--- config.mk ---
export PLATFORM = sky130hd
export DESIGN_NAME = hufd_cmd_queue
export DESIGN_NICKNAME = d
export VERILOG_FILES = /design/src/hufd_pkg.sv /design/src/hufd_cmd_queue.sv
export SDC_FILE = /design/constraint.sdc
export NUM_CORES = 1
export LEC_CHECK = 0
export BUFFER_PORTS_ARGS = -buffer_cell sky130_fd_sc_hd__buf_4
export CAP_MARGIN = 20
export CORE_MARGIN = 2
export CORE_UTILIZATION = 35
export DETAILED_ROUTE_END_ITERATION = 6
export MAX_ROUTING_LAYER = met4
export SYNTH_ARGS = -nofsm -noshare
export SYNTH_HDL_FRONTEND = slang
export SYNTH_SLANG_ARGS = --single-unit
export TNS_END_PERCENT = 1
--- constraint.sdc ---
create_clock -name clock -period 4.4 [get_ports clock]
set_input_delay 1.1 -clock clock [delete_from_list [all_inputs] [get_ports clock]]
set_output_delay 1.1 -clock clock [all_outputs]
set_load 0.005 [all_outputs]
--- src/hufd_pkg.sv ---
// Package for the Huffman tree bit decoder.
// Holds sizes, command and state types shared by the front, queue and back.
// Depends on nothing.
package hufd_pkg;

   localparam int NODE_COUNT       = 512;
   localparam int NODE_W           = $clog2(NODE_COUNT);
   localparam int MAX_SYMBOL_BYTES = 2;
   localparam int SYM_IDX_W        = (MAX_SYMBOL_BYTES > 1) ? $clog2(MAX_SYMBOL_BYTES) : 1;
   localparam int BYTE_W           = 8;
   localparam int LEN_W            = 2;
   localparam int BITS_W           = 4;
   localparam int BITS_MAX         = 8;
   localparam int PARENT_W         = 10;
   localparam int COUNT_W          = 24;
   localparam int ACTION_W         = 2;
   localparam int REQ_DATA_W       = 56;
   localparam int QUEUE_DEPTH      = 2;

   typedef enum logic [ACTION_W-1:0] {
      ACT_START  = 2'd0,
      ACT_WRITE  = 2'd1,
      ACT_DECODE = 2'd2
   } action_type;

   typedef logic [MAX_SYMBOL_BYTES-1:0][BYTE_W-1:0] sym_bytes_type;

   typedef struct packed {
      action_type          kind;
      logic [NODE_W-1:0]   node;
      logic                link_ok;
      logic [NODE_W-1:0]   parent;
      logic                is_right;
      logic [LEN_W-1:0]    len;
      sym_bytes_type       syms;
      logic [BYTE_W-1:0]   data;
      logic [BITS_W-1:0]   bits;
   } cmd_type;

   typedef enum logic [2:0] {
      ST_CLEAR,
      ST_IDLE,
      ST_LOAD,
      ST_WALK,
      ST_EMIT,
      ST_FINISH
   } back_state_type;

   typedef struct packed {
      logic clearing;
      logic idle;
      logic pend_valid;
   } stat_type;

endpackage

--- src/hufd_cmd_queue.sv ---
// Short command queue between the front and the back of the decoder.
// Depends on hufd_pkg.
module hufd_cmd_queue
   import hufd_pkg::*;
(
   input  logic    clock,
   input  logic    reset,
   input  logic    push,
   input  cmd_type push_cmd,
   output logic    full,
   input  logic    pop,
   output logic    valid,
   output cmd_type pop_cmd
);

   localparam int PTR_W = (QUEUE_DEPTH > 1) ? $clog2(QUEUE_DEPTH) : 1;
   localparam int CNT_W = $clog2(QUEUE_DEPTH + 1);

   cmd_type            slot_ff [QUEUE_DEPTH];
   logic [PTR_W-1:0]   wr_ptr_ff, wr_ptr_in;
   logic [PTR_W-1:0]   rd_ptr_ff, rd_ptr_in;
   logic [CNT_W-1:0]   count_ff, count_in;
   logic               do_push;
   logic               do_pop;

   assign full    = count_ff == CNT_W'(QUEUE_DEPTH);
   assign valid   = count_ff != '0;
   assign pop_cmd = slot_ff[rd_ptr_ff];
   assign do_push = push && !full;
   assign do_pop  = pop && valid;

   always_comb begin
      wr_ptr_in = wr_ptr_ff;
      rd_ptr_in = rd_ptr_ff;
      count_in  = count_ff;
      if (do_push) begin
         wr_ptr_in = (wr_ptr_ff == PTR_W'(QUEUE_DEPTH - 1)) ? '0 : wr_ptr_ff + PTR_W'(1);
      end
      if (do_pop) begin
         rd_ptr_in = (rd_ptr_ff == PTR_W'(QUEUE_DEPTH - 1)) ? '0 : rd_ptr_ff + PTR_W'(1);
      end
      if (do_push && !do_pop) begin
         count_in = count_ff + CNT_W'(1);
      end else if (do_pop && !do_push) begin
         count_in = count_ff - CNT_W'(1);
      end
   end

   always_ff @(posedge clock) begin
      if (reset) begin
         wr_ptr_ff <= '0;
         rd_ptr_ff <= '0;
         count_ff  <= '0;
      end else begin
         wr_ptr_ff <= wr_ptr_in;
         rd_ptr_ff <= rd_ptr_in;
         count_ff  <= count_in;
      end
   end

   always_ff @(posedge clock) begin
      if (do_push) begin
         slot_ff[wr_ptr_ff] <= push_cmd;
      end
   end

endmodule

==> results by group <==
Status
  – Status: complete, no violations

Placement
  – DP Wirelength: 4700 um
  – Placed cell count: 435
  – Port bufs: around 110
  – GP Congestion: between 0.6 and 0.7
  – Place WS: 1.55 ns

Cells and area
  – Most frequent cells in the layout: buf_4 (114), edfxtp_1 (104), mux2_2 (52)
  – P&R area growth vs syn: 32.1%
  – # nets final: 363
  – Ant diodes: 0
  – Layout cells sized above 1: between 50 and 60%
  – Multi-input gate area: 699 um2
  – Commonest non-fill, non-tap cell in the layout: buf_4
  – Storage element area: 3220 um2
  – Fillers: 951
  – Non-Filler Instances: 451

Clocking
  – Post-CTS Resized: 0
  – Postcts setup bufs: 0
  – CTS root buffer: clkbuf_16
  – Hold Buf Count CTS: 0
  – Clock Tree Buf Depth: 2
  – Worst-Skew Late Latency: 0.33 ns
  – Clk sink count: 109
  – Worst-path clk slew: 0.06 ns
  – Inserted Clock Buffers: 9
  – CTS tree: built
  – Htree depth: 3

Die
  – Die Width: 110 um
  – Chip height: approximately 110 um
  – Cell Rows: 38
  – Core ar.: approximately 11000 um2
  – Die Area: 12200 um2
  – # IOs: 110
  – Initial Util: approximately 36%

Worst setup path
  – Crit path cell chain: buf_4 -> mux2_2 -> buf_4
  – Startpoint Class: flip-flop
  – Largest stage delay on the critical path: 0.57 ns
  – Required time of the worst setup path: about 3.3 ns
  – CP Capture Type: output pin
  – Worst EP arrival: 1.98 ns
  – Critical path type: reg2out
  – Crit-path slowest cell: dfxtp_2
  – Critical path's most frequent cell: buf_4
  – Worst-path fanout max: 36

STA
  – Final Critical Period: 3.08 ns
  – Hold_ws: 0.493 ns
  – Setup TNS: 0 ns
  – Fin. Hold Viols: 0
  – RSZ-0062 raised after global routing: false
  – Max Freq: 325 MHz
  – Least-Margin Pin Slew: around 0.73 ns
  – Fin crit share: 70.0%
  – Setup ws final: roughly 1.3 ns
  – Max Slew Vio Count: 0
  – Skew final: 0.00474 ns
  – Max transition margin: 51.0%
  – Final setup violation count: 0

Power
  – Pwr Density: 536 nW/um2
  – Maximum VDD drop: roughly 360 uV
  – Total power: 2.80 mW
  – Leakage: 1.94 nW

Routing
  – Vias per cell: 4.48
  – WL final: 6870 um
  – Antenna Nets Post-Route: 0
  – DR WL/cell: around 15 um
  – DR DRC count: 0
  – Iter 0 DRT Violations: 92
  – First drt pass iteration count: 4
  – Routed vias: 2022

Logic synthesis
  – Syn Nets: 244
  – Yosys warning count: 0
  – Cell variety after synth: 14
  – Post-Synthesis Cells: 187
  – Post-Syn Area per Cell: 21.2 um2
  – Register area share after synthesis: 81.4%
  – Synth Cell Area: 3960 um2
  – Seq cells post-synth: 109

GRT
  – Global-route wire length before repair: 10200 um
  – Initial antenna violation count: 0
  – Number of global-route vias before repair: just over 2k
  – Largest net degree at the start of global routing: 37
  – Global Route Usage Sum: 11.9%
  – Congestion Overflow GR: 0

Flow run
  – MaxCap Viol Count: 0

Min path
  – Worst hold path type: reg2reg
==> metrics by stage <==
step	cell area, um2	utilization (%)
after global placement	4960	45.4
after floorplan	3960	-
after global routing	5230	47.8
final	5230	47.8
after CTS	5230	47.8
after detailed placement	4960	45.4
==> synthesized netlist by cell type <==
cell type	instances	share of area, %
a21oi_1	2	0.25
and2_1	1	0.16
buf_2	6	0.76
dfxtp_1	5	2.5
edfxtp_1	104	79
ha_1	1	0.32
inv_1	2	0.19
mux2_2	52	15
nor2_1	4	0.38
nor2b_2	1	0.22
o21ai_0	3	0.38
or2_2	1	0.16
or3_1	2	0.32
xor2_1	3	0.66
==> worst paths after layout <==
path	start	to	slack, ns	cells after the start
max reg2reg	count_ff[1]	slot_ff[0][21]	2.36	4
min	wr_ptr_ff	wr_ptr_ff	0.49	2
min reg2reg	wr_ptr_ff	wr_ptr_ff	0.49	2
max	flip-flop	pop_cmd[29]	1.32	3
==> per-layer routing <==
layer	part of all wire [%]	GRT usage [%]	up-vias
met2	49	18.6	67
met1	45	15.2	983
met4	1.1	3.75	0
met5	0	-	-
met3	5.3	3.35	7
li1	-	-	965
==> state kept, by name, summed over array words and instances (netlist names), named ones only <==
register   flops
slot_ff      104
rd_ptr_ff      1
wr_ptr_ff      1
count_ff       2
==> final cells by class <==
cell class,count,share of cell area [%]
Clock buffer,11,4.45
Clock inverter,5,0.694
Inverter,2,0.144
Multi-Input combinational cell,70,13.4
Sequential cell,109,61.6
Tap cell,140,3.35
Timing Repair Buffer,114,16.4
==> kinds of logic after synthesis <==
logic type | count (synthesis) | synth area share, %
xor gates and xnor gates | 3 | 0.664
adders and majority gates | 1 | 0.316
DFF | 109 | 81.4
AOI/OAI and AO/OA | 5 | 0.632
and+or+nand+nor | 9 | 1.23
muxes | 52 | 14.8
buffers and inverters | 8 | 0.948
==> worst max-delay path: cells and delay by family (launching register included) <==
family                 cells  cell delay (ns)
buffers and inverters      2             0.66
DFF                        1             0.57
muxes                      1             0.41
==> power breakdown <==
group	switching [mW]	leakage [nW]	total (mW)	internal, mW
clock	0.337	0.124	0.722	0.385
sequential	0.0555	1.01	1.36	1.30
combinational	0.300	0.801	0.719	0.419
Power figures use the tool's default switching activity.
