[config.mk]
export PLATFORM = sky130hd
export DESIGN_NAME = hufd_front
export DESIGN_NICKNAME = d
export VERILOG_FILES = /design/src/hufd_pkg.sv /design/src/hufd_front.sv
export SDC_FILE = /design/constraint.sdc
export NUM_CORES = 1
export LEC_CHECK = 0
export BUFFER_PORTS_ARGS = -buffer_cell sky130_fd_sc_hd__buf_2
export CORE_ASPECT_RATIO = 0.75
export CORE_MARGIN = 2
export CORE_UTILIZATION = 22
export DETAILED_ROUTE_END_ITERATION = 10
export PLACE_DENSITY = 0.94
export SLEW_MARGIN = 20
export SYNTH_ARGS = -nofsm -noshare
export SYNTH_HDL_FRONTEND = slang
export SYNTH_SLANG_ARGS = --single-unit
[constraint.sdc]
create_clock -name vclk -period 1.8
set_clock_uncertainty 0.1 [all_clocks]
set_input_delay 0.18 -clock vclk [all_inputs]
set_output_delay 0.18 -clock vclk [all_outputs]
set_load 0.02 [all_outputs]
[src/hufd_pkg.sv]
// Package for the Huffman tree bit decoder.
// Holds sizes, command and state types shared by the front, queue and back.
// Depends on nothing.
package hufd_pkg;

   localparam int NODE_COUNT       = 512;
   localparam int NODE_W           = $clog2(NODE_COUNT);
   localparam int MAX_SYMBOL_BYTES = 2;
   localparam int SYM_IDX_W        = (MAX_SYMBOL_BYTES > 1) ? $clog2(MAX_SYMBOL_BYTES) : 1;
   localparam int BYTE_W           = 8;
   localparam int LEN_W            = 2;
   localparam int BITS_W           = 4;
   localparam int BITS_MAX         = 8;
   localparam int PARENT_W         = 10;
   localparam int COUNT_W          = 24;
   localparam int ACTION_W         = 2;
   localparam int REQ_DATA_W       = 56;
   localparam int QUEUE_DEPTH      = 2;

   typedef enum logic [ACTION_W-1:0] {
      ACT_START  = 2'd0,
      ACT_WRITE  = 2'd1,
      ACT_DECODE = 2'd2
   } action_type;

   typedef logic [MAX_SYMBOL_BYTES-1:0][BYTE_W-1:0] sym_bytes_type;

   typedef struct packed {
      action_type          kind;
      logic [NODE_W-1:0]   node;
      logic                link_ok;
      logic [NODE_W-1:0]   parent;
      logic                is_right;
      logic [LEN_W-1:0]    len;
      sym_bytes_type       syms;
      logic [BYTE_W-1:0]   data;
      logic [BITS_W-1:0]   bits;
   } cmd_type;

   typedef enum logic [2:0] {
      ST_CLEAR,
      ST_IDLE,
      ST_LOAD,
      ST_WALK,
      ST_EMIT,
      ST_FINISH
   } back_state_type;

   typedef struct packed {
      logic clearing;
      logic idle;
      logic pend_valid;
   } stat_type;

endpackage

[src/hufd_front.sv]
// Front end of the Huffman tree bit decoder: accepts request transactions,
// classifies them and pushes normalized commands. Depends on hufd_pkg.
module hufd_front
   import hufd_pkg::*;
(
   input  logic                  req_tvalid,
   output logic                  req_tready,
   input  logic [ACTION_W-1:0]   req_tuser,   // action
   // node_index, parent_index, is_right, symbol_len, symbol_first,
   // symbol_second, data_byte, bits_in_byte, zero fill
   input  logic [REQ_DATA_W-1:0] req_tdata,
   input  logic                  q_full,
   output logic                  q_push,
   output cmd_type               q_cmd
);

   localparam int NODE_LSB   = 0;
   localparam int PARENT_LSB = NODE_LSB + NODE_W;
   localparam int RIGHT_LSB  = PARENT_LSB + PARENT_W;
   localparam int LEN_LSB    = RIGHT_LSB + 1;
   localparam int SYM0_LSB   = LEN_LSB + LEN_W;
   localparam int SYM1_LSB   = SYM0_LSB + BYTE_W;
   localparam int DATA_LSB   = SYM1_LSB + BYTE_W;
   localparam int BITS_LSB   = DATA_LSB + BYTE_W;

   logic [PARENT_W-1:0] parent_raw;
   logic [LEN_W-1:0]    len_raw;
   logic [BITS_W-1:0]   bits_raw;
   logic                keep;

   assign parent_raw = req_tdata[PARENT_LSB +: PARENT_W];
   assign len_raw    = req_tdata[LEN_LSB +: LEN_W];
   assign bits_raw   = req_tdata[BITS_LSB +: BITS_W];

   always_comb begin
      q_cmd          = '0;
      keep           = 1'b0;
      q_cmd.node     = req_tdata[NODE_LSB +: NODE_W];
      q_cmd.parent   = parent_raw[NODE_W-1:0];
      // Negative parents have the top bit set and fail this compare too.
      q_cmd.link_ok  = parent_raw < PARENT_W'(NODE_COUNT);
      q_cmd.is_right = req_tdata[RIGHT_LSB];
      q_cmd.len      = (len_raw > LEN_W'(MAX_SYMBOL_BYTES)) ?
                       LEN_W'(MAX_SYMBOL_BYTES) : len_raw;
      q_cmd.syms[0]  = req_tdata[SYM0_LSB +: BYTE_W];
      if (MAX_SYMBOL_BYTES > 1) begin
         q_cmd.syms[MAX_SYMBOL_BYTES-1] = req_tdata[SYM1_LSB +: BYTE_W];
      end
      q_cmd.data     = req_tdata[DATA_LSB +: BYTE_W];
      q_cmd.bits     = (bits_raw > BITS_W'(BITS_MAX)) ? BITS_W'(BITS_MAX) : bits_raw;
      unique case (req_tuser)
         ACT_START: begin
            keep       = 1'b1;
            q_cmd.kind = ACT_START;
         end
         ACT_WRITE: begin
            keep       = 1'b1;
            q_cmd.kind = ACT_WRITE;
         end
         ACT_DECODE: begin
            // A decode with no valid bits has no effect at all.
            keep       = bits_raw != '0;
            q_cmd.kind = ACT_DECODE;
         end
         default: begin
            keep = 1'b0;
         end
      endcase
   end

   assign req_tready = !q_full;
   assign q_push     = req_tvalid && !q_full && keep;

endmodule

==> summary.txt, run 1 <==
Outcome
  – Outcome: finished clean

Pwr
  – Pwr per Cell Area: 256.3 nW/um^2
  – Combinational share of power: 100.0%
  – Sequential Power Share: 0%
  – Tot Pwr: 0.00005388 W
  – Net Switching: 0.00003125 W
  – VDD IR max: 0.08141 mV
  – Clock power share: 0%
  – Leakage: 0.1258 nW
  – Internal: 0.00002263 W
  – Switching part of the total: 58.00%

Route
  – Final WL: 723 microns
  – Avg WL per Cell: 12.91 microns
  – Via count: 224
  – Detailed-router iteration count before antenna repair: 2
  – Initial DRC Count: 2
  – DRT antenna net count: 0
  – Residual DRC count: 0
  – Via/cell ratio: 4.000

Timing
  – F_max: 790.3 MHz
  – Worst setup margin: 0.5346 ns
  – Final Slew Violations: 0
  – Worst-margin pin slew: 0.2665 ns
  – RSZ-0062 raised after global routing: false
  – Final period util: 70.30%
  – Setup TNS: 0 ns
  – # setup viols final: 0
  – Tmin final: 1.265 ns
  – Final hold slack: 0.2600 ns
  – Final Hold Vio Count: 0
  – Slew headroom: 82.07%

Place
  – Placed Instance Area: 210.2 sq um
  – Dpl hpwl: 636.3 microns
  – Port bufs: 22
  – RD Place Congestion: 0.6236
  – Pre-CTS setup slack: 0.5163 ns

Setup path
  – Worst Setup Start Kind: input pin
  – Critical Path AT: 0.99 ns
  – Top cell by count, worst path: buf_2
  – CP cell instances: buf_2 -> or3b_1 -> o32ai_1 -> buf_2
  – Crit end category: output port
  – Slowest stage cell, crit path: or3b_1
  – CP max FO: 3
  – Crit path launch: q_full
  – CP max stage delay: 0.36 ns
  – Worst EP required: 1.52 ns
  – Critical path class: in2out

Logic synthesis
  – Main combinational cell family by area after synthesis: buffers and inverters
  – Ys Warns: 0
  – Post-synthesis adder-cell area fraction: 0%
  – Mux contribution to synthesized area: 0%
  – Compound-Gate Fraction of Synth Area: 2.174%
  – Simple-gate area share of the yosys netlist: 13.04%
  – Syn Area/Cell: 7.068 sq um
  – Synth Instances: 57
  – Post-Synth XOR/XNOR Area: 0%
  – Mapped Area: 402.9 sq um
  – Register area share after synthesis: 0%
  – Top cell type by total area after synthesis: buf_4
  – Count of cell types in the netlist: 7
  – Top cell type's share of synthesized area: 80.12%
  – Mapped Nets: 117
  – Main area contributors after synthesis: buf_4 (80%), nor2b_1 (9.3%), inv_1 (2.8%)

Layout
  – P&R area growth vs syn: -47.83%
  – Layout cell share with drive strength beyond 1: 64.71%
  – Register area: 0 sq um
  – Final instance area: 210.2 sq um
  – Commonest non-fill, non-tap cell in the layout: buf_2
  – Layout clock buffers: 0
  – Final Net Count: 96
  – Most frequent cells in the layout: buf_2 (22), nor2b_1 (6), inv_1 (3)
  – Antenna Cells: 0
  – Seq cells: 0

GRT
  – Global-route wire length before repair: 1021 microns
  – Number of global-route vias before repair: 225
  – Overall Global Routing Usage: 6.408%
  – Largest net degree at the start of global routing: 6
  – Antenna violations before repair: 0
  – Grt total ovfl: 0

Hold path
  – Hold crit path type: in2out
  – Hold_sp: req_tdata[44]

Floorplanning
  – Initial Utilization: 23.37%
  – Core area: 1724 sq um
  – # rows: 13
  – Die width: 53.42 microns
  – Die area: 2193 sq um
  – I/O pin count: 114
  – Die height: 41.06 microns

Flow run
  – Max Cap Viol: 0

CTS
  – Post-CTS setup buffers: 0
  – Resized Gates After CTS: 0
  – Hold buffers post-CTS: 0
## routing by layer
metal  share of wire (%)  global-route usage (%)
met1                  29                   4.430
met2                  44                   9.259
met3                  24                   8.394
met4                 3.2                   4.487
met5                   0                       0
## per-stage QoR
step | instances | util [%]
floorplan | 57 | -
global placement | 56 | 12.19
detailed placement | 56 | 12.19
CTS | 56 | 12.19
global route | 56 | 12.19
finish | 56 | 12.19
## worst paths after layout
check | end | slack [ns] | cells after the start
worst min-delay path | q_cmd[10] | 0.26 | 0
worst max-delay path | q_push | 0.53 | 4
## final cells by class
| cell class | instances | area (sq um) |
|---|---|---|
| Timing Repair Buffer | 22 | 110.1 |
| Multi-Input combinational cell | 9 | 61.31 |
| Fill cell | 213 | 1514 |
| Tap cell | 22 | 27.53 |
| Inverter | 3 | 11.26 |
## worst max-delay path: cells and delay by family
family          cells  cell delay, ns
compound gates      1            0.11
buf+inv             2            0.33
simple gates        1            0.36
## synthesized netlist by cell type
master,count
inv_1,3
or3b_1,1
o32ai_1,1
nor4_1,1
nor2b_1,6
buf_4,43
clkbuf_1,2
## logic make-up (layout without fill, tap and decap cells)
group	Yosys count	in the layout
buffers and inverters	48	25
AO/OA/AOI/OAI	1	1
AND/OR/NAND/NOR	8	8
## power by group through the flow
stage	Sequential [W]	Clock, W	Combinational (W)
floorplan	0	0	0.000167
detailed placement	0	0	0.0000545
global route	0	0	0.0000591
finish	0	0	0.0000539
CTS	0	0	0.0000546
global placement	0	0	0.0000531
No activity file was read; power rests on OpenSTA's default activity.
==> run 2, diff against run 1 <==
Settings changed: CORE_UTILIZATION 22 to 19, PLACE_DENSITY 0.94 to 0.87.
Clock period 1.8 ns to 1 ns, I/O delays scaled along.
==> summary.txt, run 2 (same netlist as run 1, synthesis figures left out) <==
Outcome
  – Outcome: complete, but fails checks
  – Failing checks: negative setup slack

Layout
  – Most frequent cells in the layout: buf_2 (20), nor2b_1 (6), buf_4 (4), inv_1 (3)
  – Layout cell share with drive strength beyond 1: 72.97%
  – Register area: 0 sq um
  – Commonest non-fill, non-tap cell in the layout: buf_2
  – Final instance area: 257.7 sq um
  – Seq cells: 0
  – # fillers: 235
  – Layout clock buffers: 0
  – P&R area growth vs syn: -36.02%
  – Final Net Count: 99
  – Antenna Cells: 0

Route
  – Via count: 251
  – Via/cell ratio: 4.115
  – Residual DRC count: 0
  – Detailed-router iteration count before antenna repair: 2
  – Final WL: 765 microns
  – Avg WL per Cell: 12.54 microns
  – Initial DRC Count: 6
  – DRT antenna net count: 0

Timing
  – Worst-margin pin slew: 0.2472 ns
  – Slew headroom: 83.38%
  – Worst setup margin: -0.04913 ns
  – # setup viols final: 1
  – Final Hold Vio Count: 0
  – F_max: 953.2 MHz
  – Setup TNS: -0.04913 ns
  – Final period util: 104.9%
  – Final Slew Violations: 0
  – Tmin final: 1.049 ns
  – RSZ-0062 raised after global routing: true

Hold path
  – Hold depth: 0
  – Hold path endpoint: q_cmd[10]
  – Hold_sp: req_tdata[44]
  – Hold crit path type: in2out

Place
  – Dpl hpwl: 667.3 microns
  – Port bufs: 22
  – RD Place Congestion: 0.6880
  – Placed Instance Area: 235.2 sq um

Setup path
  – Slowest stage cell, crit path: or3b_1
  – CP bufs+invs: 2
  – Worst Setup Start Kind: input pin
  – CP max FO: 2
  – Top Family by Delay on Critical Path: simple AND/OR/NAND/NOR gates
  – Critical Path AT: 0.85 ns
  – Critical path class: in2out
  – Worst EP required: 0.80 ns
  – CP max stage delay: 0.38 ns
  – Crit end category: output port
  – CP cell instances: buf_6 -> or3b_1 -> o32ai_2 -> buf_4

Floorplanning
  – I/O pin count: 114
  – Die width: 57.17 microns
  – # rows: 14
  – Die area: 2509 sq um
  – Die height: 43.88 microns
  – Initial Utilization: 20.18%
  – Core area: 1997 sq um

GRT
  – Grt total ovfl: 0
  – Overall Global Routing Usage: 5.309%
  – Global-route wire length before repair: 1076 microns
  – Antenna violations before repair: 0
  – Largest net degree at the start of global routing: 5
  – Number of global-route vias before repair: 250

CTS
  – Post-CTS setup buffers: 0
  – Hold buffers post-CTS: 0

Flow run
  – Max Cap Viol: 0

Pwr
  – Leakage: 0.1464 nW
  – VDD IR max: 0.1272 mV
  – Pwr per Cell Area: 444.9 nW/um^2
-- run 2: cell count changes in the layout (fill, tap and decap cells not counted), sizes merged --
cell / delta
buf: +3
-- run 2: power breakdown --
part / internal, W / switching, W / leakage [nW]
clock network: 0 / 0 / 0
logic: 0.0000538 / 0.0000608 / 0.146
registers: 0 / 0 / 0
total: 0.0000538 / 0.0000608 / 0.146
-- run 2: layout make-up --
type	instances	area (sq um)	share of cell area, %
Timing Repair Buffer	25	141.4	54.85
Multi-Input combinational cell	9	75.07	29.13
Tap cell	24	30.03	11.65
Inverter	3	11.26	4.369
-- run 2: layer usage --
metal	wire length (microns)	vias to the layer above	global-route usage, %
li1	-	90	-
met1	177	105	2.822
met3	218	6	7.761
met4	23	0	1.860
met2	346	50	8.966
met5	0	-	0
-- run 2: repair_timing --
item / in CTS / in global routing
pin swaps: 1 / 0
resized for setup: 4 / 0
setup endpoints to repair: 1 / 1
-- run 2: metrics by stage --
stage / setup slack (ns) / total power [W] / util [%] / cells / hold WS, ns
after floorplan: 0.002737 / 0.0003010 / - / 57 / 0.1766
after global placement: -0.08204 / 0.0001055 / 11.78 / 61 / 0.1001
after detailed placement: -0.09094 / 0.0001073 / 11.78 / 61 / 0.1001
after CTS: -0.05627 / 0.0001165 / 12.91 / 61 / 0.1001
after global routing: -0.08444 / 0.0001241 / 12.91 / 61 / 0.1000
final: -0.04913 / 0.0001147 / 12.91 / 61 / 0.1000
-- run 2: how the worst max path moves through the flow --
stage | cells after the start | end | start
2_1_floorplan | 2 | q_push | q_full
6_report | 4 | q_push | req_tuser[0]
4_1_cts | 4 | q_push | req_tuser[0]
3_3_place_gp | 4 | q_push | q_full
3_5_place_dp | 4 | q_push | q_full
5_1_grt | 4 | q_push | req_tuser[0]
==> run 3, diff against run 2 <==
Settings changed: SETUP_SLACK_MARGIN set to 0.3.
==> summary.txt, run 3 (same netlist as run 1, synthesis figures left out) <==
Outcome
  – Outcome: complete, but fails checks
  – Failing checks: negative setup slack

Setup path
  – Worst EP required: 0.80 ns
  – Worst Setup Start Kind: input pin
  – CP max FO: 2
  – Critical path class: in2out
  – Crit end category: output port
  – Critical Path AT: 0.84 ns

GRT
  – Number of global-route vias before repair: 222
  – Antenna violations before repair: 0
  – Largest net degree at the start of global routing: 5
  – Grt total ovfl: 0
  – Overall Global Routing Usage: 4.809%
  – Global-route wire length before repair: 972 microns

Timing
  – RSZ-0062 raised after global routing: true
  – # setup viols final: 1
  – Final Slew Violations: 0
  – Setup TNS: -0.03950 ns
  – Worst-margin pin slew: 0.1992 ns
  – Tmin final: 1.040 ns
  – Final hold slack: 0.1000 ns
  – Worst setup margin: -0.03950 ns
  – F_max: 962.0 MHz
  – Final Hold Vio Count: 0
  – Slew headroom: 86.72%
  – Final period util: 104.0%

Place
  – Port bufs: 22
  – Dpl hpwl: 601.4 microns
  – RD Place Congestion: 0.6010

Layout
  – Commonest non-fill, non-tap cell in the layout: buf_2
  – Seq cells: 0
  – Register area: 0 sq um
  – Layout clock buffers: 0
  – Final Net Count: 99
  – Layout cell share with drive strength beyond 1: 78.38%
  – Utilization after layout: 16.60%
  – P&R area growth vs syn: -17.70%
  – Antenna Cells: 0
  – Most frequent cells in the layout: buf_2 (11), buf_6 (7), nor2b_1 (5), buf_4 (5), inv_1 (3)

Route
  – Initial DRC Count: 0
  – Final WL: 719 microns
  – Avg WL per Cell: 11.79 microns
  – Via count: 243
  – Residual DRC count: 0
  – DRT antenna net count: 0
  – Detailed-router iteration count before antenna repair: 1
  – Via/cell ratio: 3.984

Floorplanning
  – Die height: 43.88 microns
  – Initial Utilization: 20.18%
  – I/O pin count: 114
  – # rows: 14
  – Die width: 57.17 microns
  – Die area: 2509 sq um
  – Core area: 1997 sq um

Pwr
  – VDD IR max: 0.1412 mV
  – Leakage: 0.1684 nW
  – Tot Pwr: 0.0001469 W
  – Pwr per Cell Area: 443.1 nW/um^2

CTS
  – Hold buffers post-CTS: 0
  – Post-CTS setup buffers: 0

Hold path
  – Hold crit path type: in2out

Flow run
  – Max Cap Viol: 0
## run 3: path summary, 6_finish.rpt
check	start	to	slack [ns]	cells past startpoint
hold / removal	req_tdata[44]	q_cmd[10]	0.10	0
setup / recovery	req_tuser[0]	q_push	-0.04	4
## run 3: report_power, final
group          switching (W)  leakage (nW)  internal [W]
Sequential                 0             0             0
Clock                      0             0             0
Combinational      0.0000671         0.168     0.0000799
Total              0.0000671         0.168     0.0000799
## run 3: layout make-up
class,instances,area (sq um)
well taps,24,30.03
inverters,3,11.26
fillers,232,1665
repair buffers,25,193.9
multi-input cells,9,96.34
## run 3: layer usage
metal	part of all wire (%)	track usage (%)
met2	49	8.506
met3	24	5.373
met4	3.9	2.791
met5	0	0
met1	24	2.822
## run 3: repair_timing
item                       4_1_cts  5_1_grt
setup endpoints to repair        6        6
gates resized for setup         13        5
pin swaps                        1        1
## run 3: metrics by stage
| step | cells | setup slack (ns) | area [sq um] |
|---|---|---|---|
| final | 61 | -0.03950 | 331.6 |
| after floorplan | 57 | 0.1481 | 430.4 |
| after global placement | 61 | -0.1127 | 262.8 |
| after CTS | 61 | -0.04363 | 307.8 |
| after detailed placement | 61 | -0.1168 | 262.8 |
| after global routing | 61 | -0.06521 | 331.6 |
## run 3: worst max-delay path, cell delays in order
cell and delay [ns]:
buf_6 0.09, or3b_4 0.39, o32ai_4 0.10, buf_6 0.15
